### src/hw/rtl/psg_pkg.sv
// shared types, widths, codes and reset values of the proximity speed governor
package psg_pkg;

   localparam int DIST_W     = 16;
   localparam int SPEED_W    = 12;
   localparam int MISS_W     = 8;
   localparam int WIN_W      = 11;
   localparam int FUNC_W     = 2;
   localparam int CSR_ADDR_W = 3;
   localparam int CSR_DATA_W = 16;
   localparam int PROD_W     = SPEED_W + DIST_W;
   localparam int STEP_W     = $clog2(SPEED_W);

   localparam int DEF_MAX_SCAN_SAMPLES = 1024;

   localparam logic [DIST_W-1:0]  RST_STOP_DISTANCE = 16'd1400;
   localparam logic [DIST_W-1:0]  RST_SLOW_DISTANCE = 16'd1800;
   localparam logic [MISS_W-1:0]  RST_MISS_LIMIT    = 8'd5;
   localparam logic [WIN_W-1:0]   RST_FRONT_COUNT   = 11'd30;
   localparam logic [WIN_W-1:0]   RST_REAR_START    = 11'd330;
   localparam logic [SPEED_W-1:0] RST_CRUISE_SPEED  = 12'd200;
   localparam logic [DIST_W-1:0]  DIST_INFINITE     = 16'hFFFF;
   localparam logic [MISS_W-1:0]  MISS_SATURATE     = 8'hFF;

   localparam logic [CSR_ADDR_W-1:0] CSR_STOP_DISTANCE = 3'd0;
   localparam logic [CSR_ADDR_W-1:0] CSR_SLOW_DISTANCE = 3'd1;
   localparam logic [CSR_ADDR_W-1:0] CSR_MISS_LIMIT    = 3'd2;
   localparam logic [CSR_ADDR_W-1:0] CSR_FRONT_COUNT   = 3'd3;
   localparam logic [CSR_ADDR_W-1:0] CSR_REAR_START    = 3'd4;
   localparam logic [CSR_ADDR_W-1:0] CSR_CRUISE_SPEED  = 3'd5;

   localparam logic [FUNC_W-1:0] FUNC_ALERT  = 2'd0;
   localparam logic [FUNC_W-1:0] FUNC_SAMPLE = 2'd1;
   localparam logic [FUNC_W-1:0] FUNC_TICK   = 2'd2;

   typedef enum logic {
      ST_IDLE,
      ST_RAMP
   } psg_state_type;

   typedef enum logic [1:0] {
      RAMP_IDLE,
      RAMP_MUL,
      RAMP_DIV
   } psg_ramp_phase_type;

   typedef struct packed {
      logic               start;
      logic [SPEED_W-1:0] cruise;
      logic [DIST_W-1:0]  diff;
      logic [DIST_W-1:0]  den;
   } psg_ramp_req_type;

   typedef struct packed {
      logic               done;
      logic [SPEED_W-1:0] quotient;
   } psg_ramp_rsp_type;

endpackage

### src/hw/rtl/psg_ramp.sv
// bit-serial multiply then restoring divide for the speed ramp
module psg_ramp (
   input  logic                      clock,
   input  logic                      reset,
   input  psg_pkg::psg_ramp_req_type ramp_req,
   output psg_pkg::psg_ramp_rsp_type ramp_rsp
);

   psg_pkg::psg_ramp_phase_type phase_ff, phase_in;

   logic [psg_pkg::PROD_W-1:0]  acc_ff, acc_in;
   logic [psg_pkg::SPEED_W-1:0] mplier_ff, mplier_in;
   logic [psg_pkg::DIST_W-1:0]  diff_ff, diff_in;
   logic [psg_pkg::DIST_W-1:0]  den_ff, den_in;
   logic [psg_pkg::DIST_W-1:0]  rem_ff, rem_in;
   logic [psg_pkg::SPEED_W-1:0] quo_ff, quo_in;
   logic [psg_pkg::STEP_W-1:0]  step_ff, step_in;

   logic [psg_pkg::PROD_W-1:0]  mul_sum;
   logic [psg_pkg::DIST_W:0]    part;
   logic [psg_pkg::DIST_W:0]    part_sub;
   logic                        part_ge;
   logic                        last_step;

   always_ff @(posedge clock) begin
      if (reset) begin
         phase_ff <= psg_pkg::RAMP_IDLE;
      end else begin
         phase_ff <= phase_in;
      end
   end

   always_ff @(posedge clock) begin
      acc_ff    <= acc_in;
      mplier_ff <= mplier_in;
      diff_ff   <= diff_in;
      den_ff    <= den_in;
      rem_ff    <= rem_in;
      quo_ff    <= quo_in;
      step_ff   <= step_in;
   end

   always_comb begin
      mul_sum   = {acc_ff[psg_pkg::PROD_W-2:0], 1'b0}
                + (mplier_ff[psg_pkg::SPEED_W-1] ? psg_pkg::PROD_W'(diff_ff)
                                                 : {psg_pkg::PROD_W{1'b0}});
      part      = {rem_ff, quo_ff[psg_pkg::SPEED_W-1]};
      part_sub  = part - {1'b0, den_ff};
      part_ge   = (part >= {1'b0, den_ff});
      last_step = (step_ff == psg_pkg::STEP_W'(psg_pkg::SPEED_W - 1));

      phase_in  = phase_ff;
      acc_in    = acc_ff;
      mplier_in = mplier_ff;
      diff_in   = diff_ff;
      den_in    = den_ff;
      rem_in    = rem_ff;
      quo_in    = quo_ff;
      step_in   = step_ff;
      ramp_rsp.done     = 1'b0;
      ramp_rsp.quotient = quo_ff;

      case (phase_ff)
         psg_pkg::RAMP_IDLE: begin
            if (ramp_req.start) begin
               acc_in    = '0;
               mplier_in = ramp_req.cruise;
               diff_in   = ramp_req.diff;
               den_in    = ramp_req.den;
               step_in   = '0;
               phase_in  = psg_pkg::RAMP_MUL;
            end
         end
         psg_pkg::RAMP_MUL: begin
            acc_in    = mul_sum;
            mplier_in = {mplier_ff[psg_pkg::SPEED_W-2:0], 1'b0};
            step_in   = step_ff + 1'b1;
            if (last_step) begin
               // high part is below the divisor since the quotient fits in speed width
               rem_in   = mul_sum[psg_pkg::PROD_W-1:psg_pkg::SPEED_W];
               quo_in   = mul_sum[psg_pkg::SPEED_W-1:0];
               step_in  = '0;
               phase_in = psg_pkg::RAMP_DIV;
            end
         end
         psg_pkg::RAMP_DIV: begin
            rem_in  = part_ge ? part_sub[psg_pkg::DIST_W-1:0] : part[psg_pkg::DIST_W-1:0];
            quo_in  = {quo_ff[psg_pkg::SPEED_W-2:0], part_ge};
            step_in = step_ff + 1'b1;
            if (last_step) begin
               ramp_rsp.done     = 1'b1;
               ramp_rsp.quotient = quo_in;
               phase_in          = psg_pkg::RAMP_IDLE;
            end
         end
         default: begin
            phase_in = psg_pkg::RAMP_IDLE;
         end
      endcase
   end

endmodule

### src/hw/rtl/proximity_speed_governor_top.sv
// proximity speed governor top level
// alert and scan sample transfers give no result
// a tick that needs no ramp shows its result in the cycle after the transfer
// a ramp tick runs 12 multiply and 12 divide steps in psg_ramp before its result is registered
// input stalls while the ramp runs or a result waits, so no new tick is taken until the ramp is done
// synchronous active-high reset: registers to defaults, distances to infinity, no result
module proximity_speed_governor_top #(
   parameter int MAX_SCAN_SAMPLES = psg_pkg::DEF_MAX_SCAN_SAMPLES
) (
   input  logic                             clock,
   input  logic                             reset,
   input  logic                             csr_wr_en,
   input  logic [psg_pkg::CSR_ADDR_W-1:0]   csr_addr,
   input  logic [psg_pkg::CSR_DATA_W-1:0]   csr_wdata,
   input  logic                             req_valid,
   output logic                             req_stall,
   input  logic [psg_pkg::FUNC_W-1:0]       req_func,
   input  logic                             req_target_seen,
   input  logic [psg_pkg::DIST_W-1:0]       req_range_mm,
   input  logic                             req_range_invalid,
   input  logic [psg_pkg::DIST_W-1:0]       req_range_max_mm,
   input  logic                             req_last_sample,
   output logic                             rsp_valid,
   input  logic                             rsp_stall,
   output logic [psg_pkg::SPEED_W-1:0]      rsp_speed_mm_s,
   output logic                             rsp_visible_flag,
   output logic [psg_pkg::DIST_W-1:0]       rsp_front_distance_out
);

   localparam int IDX_W = $clog2(MAX_SCAN_SAMPLES + 1);
   localparam int CMP_W = (IDX_W > psg_pkg::WIN_W) ? IDX_W : psg_pkg::WIN_W;

   logic [psg_pkg::DIST_W-1:0]  stop_distance_ff;
   logic [psg_pkg::DIST_W-1:0]  slow_distance_ff;
   logic [psg_pkg::MISS_W-1:0]  miss_limit_ff;
   logic [psg_pkg::WIN_W-1:0]   front_count_ff;
   logic [psg_pkg::WIN_W-1:0]   rear_start_ff;
   logic [psg_pkg::SPEED_W-1:0] cruise_speed_ff;

   psg_pkg::psg_state_type state_ff, state_in;

   logic                        target_visible_ff, target_visible_in;
   logic [psg_pkg::MISS_W-1:0]  miss_count_ff, miss_count_in;
   logic [IDX_W-1:0]            sample_index_ff, sample_index_in;
   logic [psg_pkg::DIST_W-1:0]  running_min_ff, running_min_in;
   logic                        window_hit_ff, window_hit_in;
   logic [psg_pkg::DIST_W-1:0]  front_distance_ff, front_distance_in;

   logic                        rsp_valid_ff, rsp_valid_in;
   logic [psg_pkg::SPEED_W-1:0] rsp_speed_ff, rsp_speed_in;
   logic                        rsp_visible_ff, rsp_visible_in;
   logic [psg_pkg::DIST_W-1:0]  rsp_front_ff, rsp_front_in;

   psg_pkg::psg_ramp_req_type ramp_req;
   psg_pkg::psg_ramp_rsp_type ramp_rsp;

   logic                        req_fire;
   logic                        rsp_free;
   logic [psg_pkg::MISS_W-1:0]  miss_inc;
   logic [psg_pkg::DIST_W-1:0]  sample_range;
   logic [CMP_W-1:0]            idx_ext;
   logic                        idx_live;
   logic                        in_window;
   logic [psg_pkg::DIST_W-1:0]  min_new;
   logic                        hit_new;

   psg_ramp u_psg_ramp (
      .clock    (clock),
      .reset    (reset),
      .ramp_req (ramp_req),
      .ramp_rsp (ramp_rsp)
   );

   // configuration registers
   always_ff @(posedge clock) begin
      if (reset) begin
         stop_distance_ff <= psg_pkg::RST_STOP_DISTANCE;
         slow_distance_ff <= psg_pkg::RST_SLOW_DISTANCE;
         miss_limit_ff    <= psg_pkg::RST_MISS_LIMIT;
         front_count_ff   <= psg_pkg::RST_FRONT_COUNT;
         rear_start_ff    <= psg_pkg::RST_REAR_START;
         cruise_speed_ff  <= psg_pkg::RST_CRUISE_SPEED;
      end else if (csr_wr_en) begin
         case (csr_addr)
            psg_pkg::CSR_STOP_DISTANCE: stop_distance_ff <= csr_wdata[psg_pkg::DIST_W-1:0];
            psg_pkg::CSR_SLOW_DISTANCE: slow_distance_ff <= csr_wdata[psg_pkg::DIST_W-1:0];
            psg_pkg::CSR_MISS_LIMIT:    miss_limit_ff    <= csr_wdata[psg_pkg::MISS_W-1:0];
            psg_pkg::CSR_FRONT_COUNT:   front_count_ff   <= csr_wdata[psg_pkg::WIN_W-1:0];
            psg_pkg::CSR_REAR_START:    rear_start_ff    <= csr_wdata[psg_pkg::WIN_W-1:0];
            psg_pkg::CSR_CRUISE_SPEED:  cruise_speed_ff  <= csr_wdata[psg_pkg::SPEED_W-1:0];
            default: begin
            end
         endcase
      end
   end

   always_ff @(posedge clock) begin
      if (reset) begin
         state_ff          <= psg_pkg::ST_IDLE;
         target_visible_ff <= 1'b0;
         miss_count_ff     <= '0;
         sample_index_ff   <= '0;
         running_min_ff    <= psg_pkg::DIST_INFINITE;
         window_hit_ff     <= 1'b0;
         front_distance_ff <= psg_pkg::DIST_INFINITE;
         rsp_valid_ff      <= 1'b0;
      end else begin
         state_ff          <= state_in;
         target_visible_ff <= target_visible_in;
         miss_count_ff     <= miss_count_in;
         sample_index_ff   <= sample_index_in;
         running_min_ff    <= running_min_in;
         window_hit_ff     <= window_hit_in;
         front_distance_ff <= front_distance_in;
         rsp_valid_ff      <= rsp_valid_in;
      end
   end

   always_ff @(posedge clock) begin
      rsp_speed_ff   <= rsp_speed_in;
      rsp_visible_ff <= rsp_visible_in;
      rsp_front_ff   <= rsp_front_in;
   end

   assign rsp_free  = !rsp_valid_ff || !rsp_stall;
   assign req_stall = (state_ff != psg_pkg::ST_IDLE) || !rsp_free;
   assign req_fire  = req_valid && !req_stall;

   assign rsp_valid              = rsp_valid_ff;
   assign rsp_speed_mm_s         = rsp_speed_ff;
   assign rsp_visible_flag       = rsp_visible_ff;
   assign rsp_front_distance_out = rsp_front_ff;

   always_comb begin
      miss_inc     = (miss_count_ff == psg_pkg::MISS_SATURATE) ? miss_count_ff
                                                               : miss_count_ff + 1'b1;
      sample_range = req_range_invalid ? req_range_max_mm : req_range_mm;
      idx_ext      = CMP_W'(sample_index_ff);
      idx_live     = (sample_index_ff < IDX_W'(MAX_SCAN_SAMPLES));
      in_window    = idx_live && ((idx_ext < CMP_W'(front_count_ff))
                               || (idx_ext >= CMP_W'(rear_start_ff)));
      min_new      = (in_window && (sample_range < running_min_ff)) ? sample_range
                                                                    : running_min_ff;
      hit_new      = window_hit_ff || in_window;

      state_in          = state_ff;
      target_visible_in = target_visible_ff;
      miss_count_in     = miss_count_ff;
      sample_index_in   = sample_index_ff;
      running_min_in    = running_min_ff;
      window_hit_in     = window_hit_ff;
      front_distance_in = front_distance_ff;

      rsp_valid_in   = rsp_valid_ff && rsp_stall;
      rsp_speed_in   = rsp_speed_ff;
      rsp_visible_in = rsp_visible_ff;
      rsp_front_in   = rsp_front_ff;

      ramp_req.start  = 1'b0;
      ramp_req.cruise = cruise_speed_ff;
      ramp_req.diff   = front_distance_ff - stop_distance_ff;
      ramp_req.den    = slow_distance_ff - stop_distance_ff;

      case (state_ff)
         psg_pkg::ST_IDLE: begin
            if (req_fire) begin
               case (req_func)
                  psg_pkg::FUNC_ALERT: begin
                     if (req_target_seen) begin
                        target_visible_in = 1'b1;
                        miss_count_in     = '0;
                     end else begin
                        miss_count_in = miss_inc;
                        if (miss_inc >= miss_limit_ff) begin
                           target_visible_in = 1'b0;
                        end
                     end
                  end
                  psg_pkg::FUNC_SAMPLE: begin
                     if (req_last_sample) begin
                        front_distance_in = hit_new ? min_new : req_range_max_mm;
                        sample_index_in   = '0;
                        running_min_in    = psg_pkg::DIST_INFINITE;
                        window_hit_in     = 1'b0;
                     end else begin
                        running_min_in = min_new;
                        window_hit_in  = hit_new;
                        if (idx_live) begin
                           sample_index_in = sample_index_ff + 1'b1;
                        end
                     end
                  end
                  psg_pkg::FUNC_TICK: begin
                     rsp_visible_in = target_visible_ff;
                     rsp_front_in   = front_distance_ff;
                     if (!target_visible_ff || (front_distance_ff > slow_distance_ff)) begin
                        rsp_valid_in = 1'b1;
                        rsp_speed_in = cruise_speed_ff;
                     end else if (front_distance_ff > stop_distance_ff) begin
                        ramp_req.start = 1'b1;
                        state_in       = psg_pkg::ST_RAMP;
                     end else begin
                        rsp_valid_in = 1'b1;
                        rsp_speed_in = '0;
                     end
                  end
                  default: begin
                  end
               endcase
            end
         end
         psg_pkg::ST_RAMP: begin
            if (ramp_rsp.done) begin
               rsp_valid_in = 1'b1;
               rsp_speed_in = ramp_rsp.quotient;
               state_in     = psg_pkg::ST_IDLE;
            end
         end
         default: begin
            state_in = psg_pkg::ST_IDLE;
         end
      endcase
   end

endmodule

### config.mk
export PLATFORM = sky130hd
export DESIGN_NAME = proximity_speed_governor_top
export DESIGN_NICKNAME = d
export VERILOG_FILES = /design/src/hw/rtl/psg_pkg.sv /design/src/hw/rtl/psg_ramp.sv /design/src/hw/rtl/proximity_speed_governor_top.sv
export SDC_FILE = /design/constraint.sdc
export NUM_CORES = 1
export LEC_CHECK = 0
export BUFFER_PORTS_ARGS = -buffer_cell sky130_fd_sc_hd__buf_2
export CORE_ASPECT_RATIO = 1.5
export CORE_MARGIN = 1
export CORE_UTILIZATION = 39
export DETAILED_ROUTE_END_ITERATION = 8
export PLACE_DENSITY = 0.57
export SYNTH_ARGS = -nofsm -noshare
export SYNTH_HDL_FRONTEND = slang
export SYNTH_HIERARCHICAL = 1
export SYNTH_SLANG_ARGS = --single-unit
### constraint.sdc
create_clock -name clock -period 8.6 [get_ports clock]
set_clock_uncertainty 0.05 [all_clocks]
set_input_delay 0.86 -clock clock [delete_from_list [all_inputs] [get_ports clock]]
set_output_delay 0.86 -clock clock [all_outputs]
set_load 0.02 [all_outputs]
=== Yosys cells after proc, flatten, opt, wreduce, memory -nomap -nowiden ===
Index checks and enable logic that the tools add are counted.

* Reduce and logical (&&, ||, !) cells: 40
* Bitwise logic cells: 1
* $lt $le $gt $ge: 8
* Add/subtract/negate cells: 7
* Equal/unequal tests: 18
* Multiplexer cells: 49

{| class="wikitable"
|+ Operator list
! kind !! number
|-
| 16-bit 2-to-1 mux || 7
|-
| 12-bit 2-to-1 mux || 7
|-
| 12-bit case mux with 2 select lines || 3
|-
| 27-bit case mux with 2 select lines || 1
|-
| 16-bit subtractor || 3
|-
| 16-bit > comparator || 2
|-
| 16-bit case mux with 2 select lines || 1
|-
| 28-bit by 16-bit adder with 28-bit output || 1
|-
| 27-bit 2-to-1 mux || 1
|-
| 13-bit 2-to-1 mux || 2
|-
| 11-bit 2-to-1 mux || 2
|-
| 2-bit AND reduction || 10
|-
| 17-bit by 16-bit >= comparator with 1-bit output || 1
|-
| 16-bit < comparator || 1
|-
| 8-bit 2-to-1 mux || 2
|-
| 4-bit AND reduction || 4
|-
| 1-bit 2-to-1 mux || 14
|-
| 4-bit case mux with 3 select lines || 1
|-
| 3-bit AND reduction || 4
|-
| 11-bit by 1-bit adder with 11-bit output (second input constant) || 1
|-
| 11-bit >= comparator || 1
|-
| 11-bit < comparator || 1
|-
| 11-bit < comparator (second input constant) || 1
|-
| 8-bit by 1-bit adder with 8-bit output (second input constant) || 1
|-
| other kinds (24) || 51
|}

* Output and inout port bits: 31
* Register bits after elaboration: 263
* Word-level logic and storage cells: 148

=== Depth between registers and ports, before layout ===
Gate-level depths: netlist of run 1.

* Depth in word-level cells: 10
* Mapped depth: 13
* Gate-level depth less buffers: 13

=== Hierarchy ===
The synthesis of run 1 kept the hierarchy.

{| class="wikitable"
|+ Modules (own cells, without submodules)
! module !! sequential area each (um2) !! times used !! cells an instance !! area an instance (um2)
|-
| proximity_speed_governor_top || 3453.3 || 1 || 1089 || 9425.3
|-
| psg_ramp || 3133.0 || 1 || 540 || 6117.1
|}

=== Worst setup path before layout of run 1 ===
Ideal clock, no wire load.

* Path type: in2reg
* Start point: in rsp_stall
* End point: reg u_psg_ramp/acc_ff[0] (netlist bit) (enable)
* Data required time: 8.155 ns
* Arrival time: 5.274 ns
* Setup slack: 2.881 ns
* Library setup time: 0.395 ns
* Stages: 7
* Buffers on the path: 0
* Path through: nand2_1 > nand3b_1 > nor3b_1 > and3_1 > inv_1 > nor2_1 > a21o_1

{| class="wikitable"
|+ RTL lines
! item !! RTL line !! text
|-
| start: declaration || proximity_speed_governor_top.sv:24 || <nowiki>input logic rsp_stall,</nowiki>
|-
| end signal: assignment || psg_ramp.sv:34 || <nowiki>acc_ff <= acc_in;</nowiki>
|-
| end: declaration || psg_ramp.sv:11 || <nowiki>logic [psg_pkg::PROD_W-1:0] acc_ff, acc_in;</nowiki>
|}

==> results.py, run 1 <==
metrics = {
    "pwr": {
        "clkPwrFrac_pct": 45.8,
        "comb_power_share_pct": 7.7,
        "ir_drop_mv": 0.1539,
        "p_sw_mw": 0.6670,
        "internal_power_mw": 2.237,
        "p_sw_share_pct": 22.97,
        "p_per_area_nw_per_um2": 166.1,
        "leakagePower_nw": 6.916,
        "p_seq_share_pct": 46.5,
    },
    "yosys": {
        "synthArstFlopShare_pct": 0,
        "ys_seq_elements": 263,
        "synth_edf_count": 132,
        "synth_nets": 1823,
        "avgSynthCellArea_sq_um": 9.541,
        "synth_warnings": 6,
        "syn-cell-area_sq_um": 15540,
        "postSynthCellCount": 1629,
        "synth_cell_types": 79,
        "yosys_most_used_dff": "edfxtp_1",
        "ys_seq_area_share_pct": 42.38,
    },
    "clock_tree": {
        "hold_buffers": 0,
        "cts_resized": 0,
        "clkLatencyLatePin_ps": 560,
        "clkSinkCount": 263,
        "clk_path_buf_depth": 3,
        "cts_setup_buffers": 0,
        "cts_tree": "done",
        "cts_root_buffer": "clkbuf_16",
        "cts_made_buffers": 27,
        "clk_pin_slew_ps": 60,
        "h-tree-depth": 1,
    },
    "final_layout": {
        "instances_no_fill": 2223,
        "final_util_pct": 44.49,
        "final_nets": 1895,
        "area_growth_pct": 12.52,
        "finalInstanceArea_sq_um": 17490,
        "drive_above_1_share_pct": 12.84,
    },
    "placement": {
        "dpl_cell_area_sq_um": 16480,
        "dp.cells": 2172,
        "routabilityCongestion": 0.8557,
        "portBuffers": 91,
        "post-dp-hpwl_um": 30230,
    },
    "floorplan": {
        "core_area_sq_um": 39310,
        "dieHeight_um": 246.5,
        "ios": 92,
        "dieArea_sq_um": 40670,
        "die_w_um": 165.0,
        "initial_core_util_pct": 39.54,
        "rows": 89,
    },
    "global_route": {
        "antenna_found_initial": 3,
        "grtUsageTotal_pct": 20.20,
        "grt_max_degree": 54,
        "overflow": 0,
        "grt_pass1_vias": 11949,
        "grt_pass1_wl_um": 64140,
    },
    "critical_path": {
        "timing.rr.start": "slow_distance_ff[1]",
        "reg2reg_slack_ps": 4680,
        "cp-startpoint": "slow_distance_ff[1]",
        "rr_endpoint": "u_psg_ramp/mplier_ff[4]",
        "critPathRequiredTime_ps": 8730,
        "crit_path_max_fanout": 39,
        "start_kind": "flip-flop",
        "rr_worst_depth": 15,
        "crit_arrival_ps": 4050,
        "crit_type": "flip-flop to flip-flop",
        "cp-end-kind": "flip-flop",
    },
    "timing": {
        "setup_viol": 0,
        "timing_hold_violations_final": 0,
        "setup_tns_ps": 0,
        "timing.fmax_mhz": 255.3,
        "worst_slew_pin_slew_ps": 1149,
        "period_minus_slack_ps": 3917,
        "grt_setup_unrepaired": "no",
        "slew_headroom_pct": 23.19,
        "final-max-slew-violation-count": 0,
        "fin_crit_sh_pct": 45.54,
    },
    "hold_path": {
        "hold_start": "stop_distance_ff[7]",
        "min_path_cells": 2,
        "hold_class": "flip-flop to flip-flop",
        "hold_end": "stop_distance_ff[7]",
    },
    "detailed_routing": {
        "wirelength_um": 40220,
        "viasPerCell": 5.384,
        "drt_iter0_drc": 516,
        "final_antenna_net_count": 0,
        "via_count": 11968,
        "drcViolationCount": 0,
        "routedWlPerCell_um": 18.09,
        "dr.pass1.iters": 5,
    },
    "run_status": {
        "status": "finished clean",
    },
    "flow_run": {
        "drv_cap": 0,
    },
}
-- stage by stage --
stage / hold WS [ps] / setup WS, ps / power [mW]
global placement: 392.3 / 4668 / 1.598
detailed placement: 396.6 / 4635 / 1.600
CTS: 404.9 / 4608 / 2.934
finish: 403.1 / 4683 / 2.904
floorplan: 380.5 / 2881 / 1.521
global route: 425.0 / 4368 / 3.003
-- per-layer routing --
metal	vias to the layer above	wire, um	GRT usage [%]	share of wire, %
met5	-	8	0	0.020
met4	2	1298	7.070	3.2
met3	66	1126	1.869	2.8
met2	188	21470	38.03	53
met1	5723	16320	23.25	41
li1	5989	-	-	-
-- placed cells by master (no fill, tap or decap), drive strengths merged, types with 5 or more instances in the layout --
cell    count
nand2     188
inv       144
edfxtp    132
dfxtp     131
ha        129
a21oi     124
buf       105
nor2      101
o21ai      69
mux2i      48
o211ai     47
mux2       42
nand3      41
xor2       37
clkbuf     34
xnor2      33
a21o       28
nand2b     28
and2       24
nand4      20
nor2b      20
nor3       18
o221ai     17
o41a       16
o21a       14
a31oi      12
and3       11
a211oi      9
or3         8
a22oi       8
o21bai      7
bufinv      6
nor3b       5
clkinv      5
-- power groups by stage --
stage	registers (mW)	logic, mW	clock network, mW
floorplan	1.37	0.147	0
global placement	1.38	0.221	0
detailed placement	1.38	0.223	0
CTS	1.35	0.224	1.36
global route	1.35	0.248	1.40
finish	1.35	0.223	1.33
-- worst max-delay path, stage by stage, from the launching register on --
cell and delay, ps:
dfxtp_1 360, inv_1 100, ha_1 310, nor2b_1 140, o21ai_0 140, nand2b_1 70, a21oi_1 220, o21ai_1 120
a31oi_1 450, buf_4 300, and3_1 210, inv_1 70, nor2_2 70, buf_4 340, a21o_1 120, buf_4 460
-- cell type report --
cell class | count | area [sq um]
antenna | 2 | 5.005
clock buffer | 34 | 774.5
clock inverter | 15 | 232.7
fill | 3798 | 21820
inverter | 144 | 540.5
multi-input combinational | 1160 | 8163
sequential | 263 | 6586
tap | 500 | 625.6
timing repair buffer | 105 | 560.5
-- sequential cells by signal, indices dropped and copies added, names as in the netlist, 2 cells and up --
signal and count:
rsp_front_distance_out 16, slow_distance_ff 16, rsp_speed_mm_s 12, u_psg_ramp/phase_ff 2, stop_distance_ff 16, miss_limit_ff 8, u_psg_ramp/step_ff 4, u_psg_ramp/quo_ff 12
u_psg_ramp/acc_ff 27, running_min_ff 16, rear_start_ff 11, u_psg_ramp/den_ff 16, idx_ext 11, u_psg_ramp/mplier_ff 12, cruise_speed_ff 12, u_psg_ramp/rem_ff 16
u_psg_ramp/diff_ff 16, front_distance_ff 16, miss_count_ff 8, front_count_ff 11
-- worst max-delay path by stage --
| stage | to | slack, ps |
|---|---|---|
| 2_1_floorplan | u_psg_ramp/acc_ff[0] | 2880 |
| 3_3_place_gp | u_psg_ramp/acc_ff[25] | 4670 |
| 3_5_place_dp | u_psg_ramp/acc_ff[26] | 4630 |
| 4_1_cts | u_psg_ramp/mplier_ff[4] | 4610 |
| 5_1_grt | u_psg_ramp/mplier_ff[6] | 4370 |
| 6_report | u_psg_ramp/mplier_ff[4] | 4680 |
-- kinds of logic (layout without fill, tap and decap cells) --
logic type	count (synthesis)	in the layout	share of synthesized area, %
DFF	263	263	42.38
muxes	90	90	6.134
AOI/OAI and AO/OA	385	385	16.91
and+or+nand+nor	482	482	14.54
buffers and inverters	206	298	5.200
other	0	2	0
xor gates and xnor gates	70	70	3.945
adders and majority gates	133	133	10.90
-- cell usage after synthesis (all sizes together), types with 3 or more instances --
master     n  share of area [%]
buf       17               0.63
mux2      42                3.0
nor2b     20               0.81
o2111ai    3               0.17
mux2i     48                3.1
fa         4               0.52
nor3b      5               0.24
a22oi      8               0.42
o211ai    47                2.3
and3      11               0.44
a31oi     12               0.48
xor2      37                2.1
edfxtp   132                 26
nor2     101                2.4
a41oi      3               0.17
nor3      18               0.61
nand2    188                4.5
nor4       3               0.12
o221ai    17                1.4
o41a      16                1.2
nand2b    28                1.1
and3b      4               0.23
ha       129                 10
o21ai     69                2.2
clkbuf    45                1.1
o21bai     7               0.36
dfxtp    131                 17
o21a      14               0.68
a211o      4               0.23
nand4     20               0.81
nand3     41                1.3
a211oi     9               0.47
o31ai      4               0.19
nand3b     3               0.14
and2      24               0.97
a21o      28                1.4
inv      143                3.5
a21oi    124                4.0
or3        8               0.32
xnor2     33                1.9
Note: power is estimated with default switching activity, not from simulation.
==> run 2: changes to the inputs <==
--- a/config.mk
+++ b/config.mk
@@ -5,6 +5,7 @@
 export SDC_FILE = /design/constraint.sdc
 export NUM_CORES = 1
 export LEC_CHECK = 0
+export ABC_AREA = 1
 export BUFFER_PORTS_ARGS = -buffer_cell sky130_fd_sc_hd__buf_2
 export CORE_ASPECT_RATIO = 1.5
 export CORE_MARGIN = 1
==> constraint.sdc (replaced) <==
create_clock -name clock -period 4.1 [get_ports clock]
set_clock_uncertainty 0.05 [all_clocks]
set_input_delay 0.41 -clock clock [delete_from_list [all_inputs] [get_ports clock]]
set_output_delay 0.41 -clock clock [all_outputs]
set_load 0.02 [all_outputs]
==> results.py, run 2 <==
metrics = {
    "critical_path": {
        "critPathRequiredTime_ps": 4290,
        "cp-end-kind": "flip-flop",
        "timing.rr.start": "front_distance_ff[0]",
        "rr_endpoint": "u_psg_ramp/acc_ff[17]",
        "start_kind": "flip-flop",
        "rr_worst_depth": 13,
        "crit_type": "flip-flop to flip-flop",
        "crit_path_max_fanout": 19,
        "crit_arrival_ps": 3560,
        "reg2reg_slack_ps": 730,
    },
    "timing": {
        "worst_slew_pin_slew_ps": 1113,
        "timing.fmax_mhz": 296.6,
        "fin_crit_sh_pct": 82.24,
        "timing_hold_violations_final": 0,
        "worst_hold_slack_ps": 108.2,
        "final-max-slew-violation-count": 0,
        "period_minus_slack_ps": 3372,
        "setup_viol": 0,
        "setup_tns_ps": 0,
        "setup_ws_ps": 728.1,
        "grt_setup_unrepaired": "no",
        "slew_headroom_pct": 25.72,
    },
    "clock_tree": {
        "clk_pin_slew_ps": 60,
        "cts_tree": "done",
        "clkSinkCount": 263,
        "cts_made_buffers": 27,
        "hold_buffers": 0,
        "h-tree-depth": 1,
        "cts_setup_buffers": 0,
        "cts_root_buffer": "clkbuf_16",
        "clk_path_buf_depth": 3,
        "cts_resized": 0,
        "clkLatencyLatePin_ps": 550,
    },
    "floorplan": {
        "core_area_sq_um": 42020,
        "rows": 92,
        "dieHeight_um": 254.8,
        "ios": 92,
        "die_w_um": 170.6,
        "initial_core_util_pct": 39.56,
        "dieArea_sq_um": 43460,
    },
    "final_layout": {
        "layout_commonest_cell": "nand2_1",
        "top_register": "u_psg_ramp/acc_ff",
        "final_cell_mix": "nand2_1, inv_1, a21oi_1",
        "largest_reg_flops": 27,
        "area_growth_pct": 11.55,
        "antenna_cells": 0,
        "final-seq-area_sq_um": 6586,
        "n_fill_cell": 4235,
        "final_nets": 2491,
        "multi_input_area_sq_um": 8514,
        "drive_above_1_share_pct": 8.459,
    },
    "detailed_routing": {
        "dr.pass1.iters": 8,
        "via_count": 14258,
        "wirelength_um": 44150,
        "drcViolationCount": 0,
        "routedWlPerCell_um": 15.33,
        "drt_iter0_drc": 647,
        "final_antenna_net_count": 0,
        "viasPerCell": 4.949,
    },
    "yosys": {
        "synth_top_cells_by_area": "edfxtp_1, dfxtp_1, nand2_1",
        "ys_seq_elements": 263,
        "synth_top_area_share_pct": 23.85,
        "synthArstFlopShare_pct": 0,
        "synth_warnings": 6,
        "synth_most_common_cell": "nand2_1",
        "avgSynthCellArea_sq_um": 7.483,
        "synth_nets": 2415,
        "synth_edf_count": 132,
        "yosys.area.top_type": "edfxtp_1",
        "syn-cell-area_sq_um": 16620,
        "postSynthCellCount": 2221,
        "synthTopCellsByCount": "nand2_1, inv_1, a21oi_1, nor2_1, edfxtp_1",
        "synth_cell_types": 50,
        "ys_seq_area_share_pct": 39.63,
        "yosys_most_used_dff": "edfxtp_1",
    },
    "pwr": {
        "ir_drop_mv": 0.3038,
        "p_per_area_nw_per_um2": 437.2,
        "leakagePower_nw": 8.797,
    },
    "hold_path": {
        "hold_end": "target_visible_ff",
        "hold_start": "req_target_seen",
        "min_path_cells": 3,
        "hold_class": "input port to flip-flop",
    },
    "global_route": {
        "grt_pass1_wl_um": 70510,
        "grt_max_degree": 41,
        "grt_pass1_vias": 13819,
        "antenna_found_initial": 0,
        "overflow": 0,
        "grtUsageTotal_pct": 20.64,
    },
    "placement": {
        "routabilityCongestion": 0.8942,
        "place_ws_ps": 741.9,
        "post-dp-hpwl_um": 34690,
        "portBuffers": 91,
    },
    "flow_run": {
        "drv_cap": 0,
    },
    "run_status": {
        "status": "finished clean",
    },
}
[run 2: cell types whose count changed in the layout (fill, tap and decap cells not counted), sizes merged, moves of 20 or more]
cell    before  now
nand2b      28    0
mux2i       48    0
o21ai       69  122
nand3       41  112
inv        144  335
nor2b       20    0
a21oi      124  173
mux2        42    1
nand4       20   42
o211ai      47   16
nor2       101  153
nand3b       3   25
a21o        28    5
nand2      188  680
[run 2: where the power goes]
part           internal, mW  switching, mW  total, mW
logic                 0.765           1.44       2.21
clock network          1.54           1.05       2.59
registers              3.10          0.203       3.30
[run 2: cell families after synthesis]
| group | synth area share (%) |
|---|---|
| AOI/OAI and AO/OA | 10.84 |
| adders and majority gates | 10.19 |
| muxes | 0.06775 |
| DFF | 39.63 |
| and+or+nand+nor | 27.30 |
| buffers and inverters | 9.230 |
| xor gates and xnor gates | 2.740 |
[run 2: worst max-delay path by stage]
stage / cells after the start / to / slack (ps) / startpoint
5_1_grt: 13 / u_psg_ramp/acc_ff[19] / 560 / front_distance_ff[0]
4_1_cts: 13 / u_psg_ramp/acc_ff[18] / 750 / front_distance_ff[0]
3_3_place_gp: 13 / u_psg_ramp/acc_ff[19] / 770 / front_distance_ff[0]
6_report: 13 / u_psg_ramp/acc_ff[17] / 730 / front_distance_ff[0]
2_1_floorplan: 12 / u_psg_ramp/acc_ff[0] / 430 / front_distance_ff[0]
3_5_place_dp: 13 / u_psg_ramp/acc_ff[19] / 740 / front_distance_ff[0]
[run 2: final cells by class]
class / instances / area share [%]
clock buffers: 36 / 4.056
clock inverters: 13 / 0.9111
inverters: 337 / 6.830
multi-input cells: 1565 / 45.93
flip-flops and latches: 263 / 35.53
well taps: 564 / 3.806
repair buffers: 103 / 2.943
[run 2: per-layer routing]
layer | global-route usage [%] | share of wire [%]
met3 | 2.953 | 3.8
met4 | 8.443 | 3.7
met1 | 22.20 | 39
met2 | 39.76 | 53
met5 | 0 | 0
[run 2: worst max-delay path, stage by stage (launching register included)]
cell and delay [ps]:
dfxtp_1 350, inv_1 80, ha_1 210, fa_1 410, o21ai_0 380, nand2_1 100
nand4_1 180, nand2_1 80, a21oi_1 240, nand4_1 170, inv_1 100, nand2_1 100
o21ai_4 280, buf_4 330
[run 2: through the flow]
step | power (mW) | std cells | utilization [%] | instance area (sq um)
6_report | 8.104 | 2881 | 44.12 | 18540
5_1_grt | 8.588 | 2881 | 44.12 | 18540
4_1_cts | 8.188 | 2881 | 44.12 | 18540
3_5_place_dp | 5.568 | 2832 | 41.93 | 17620
3_3_place_gp | 5.538 | 2832 | 41.93 | 17620
2_1_floorplan | 4.971 | 2221 | - | 16620
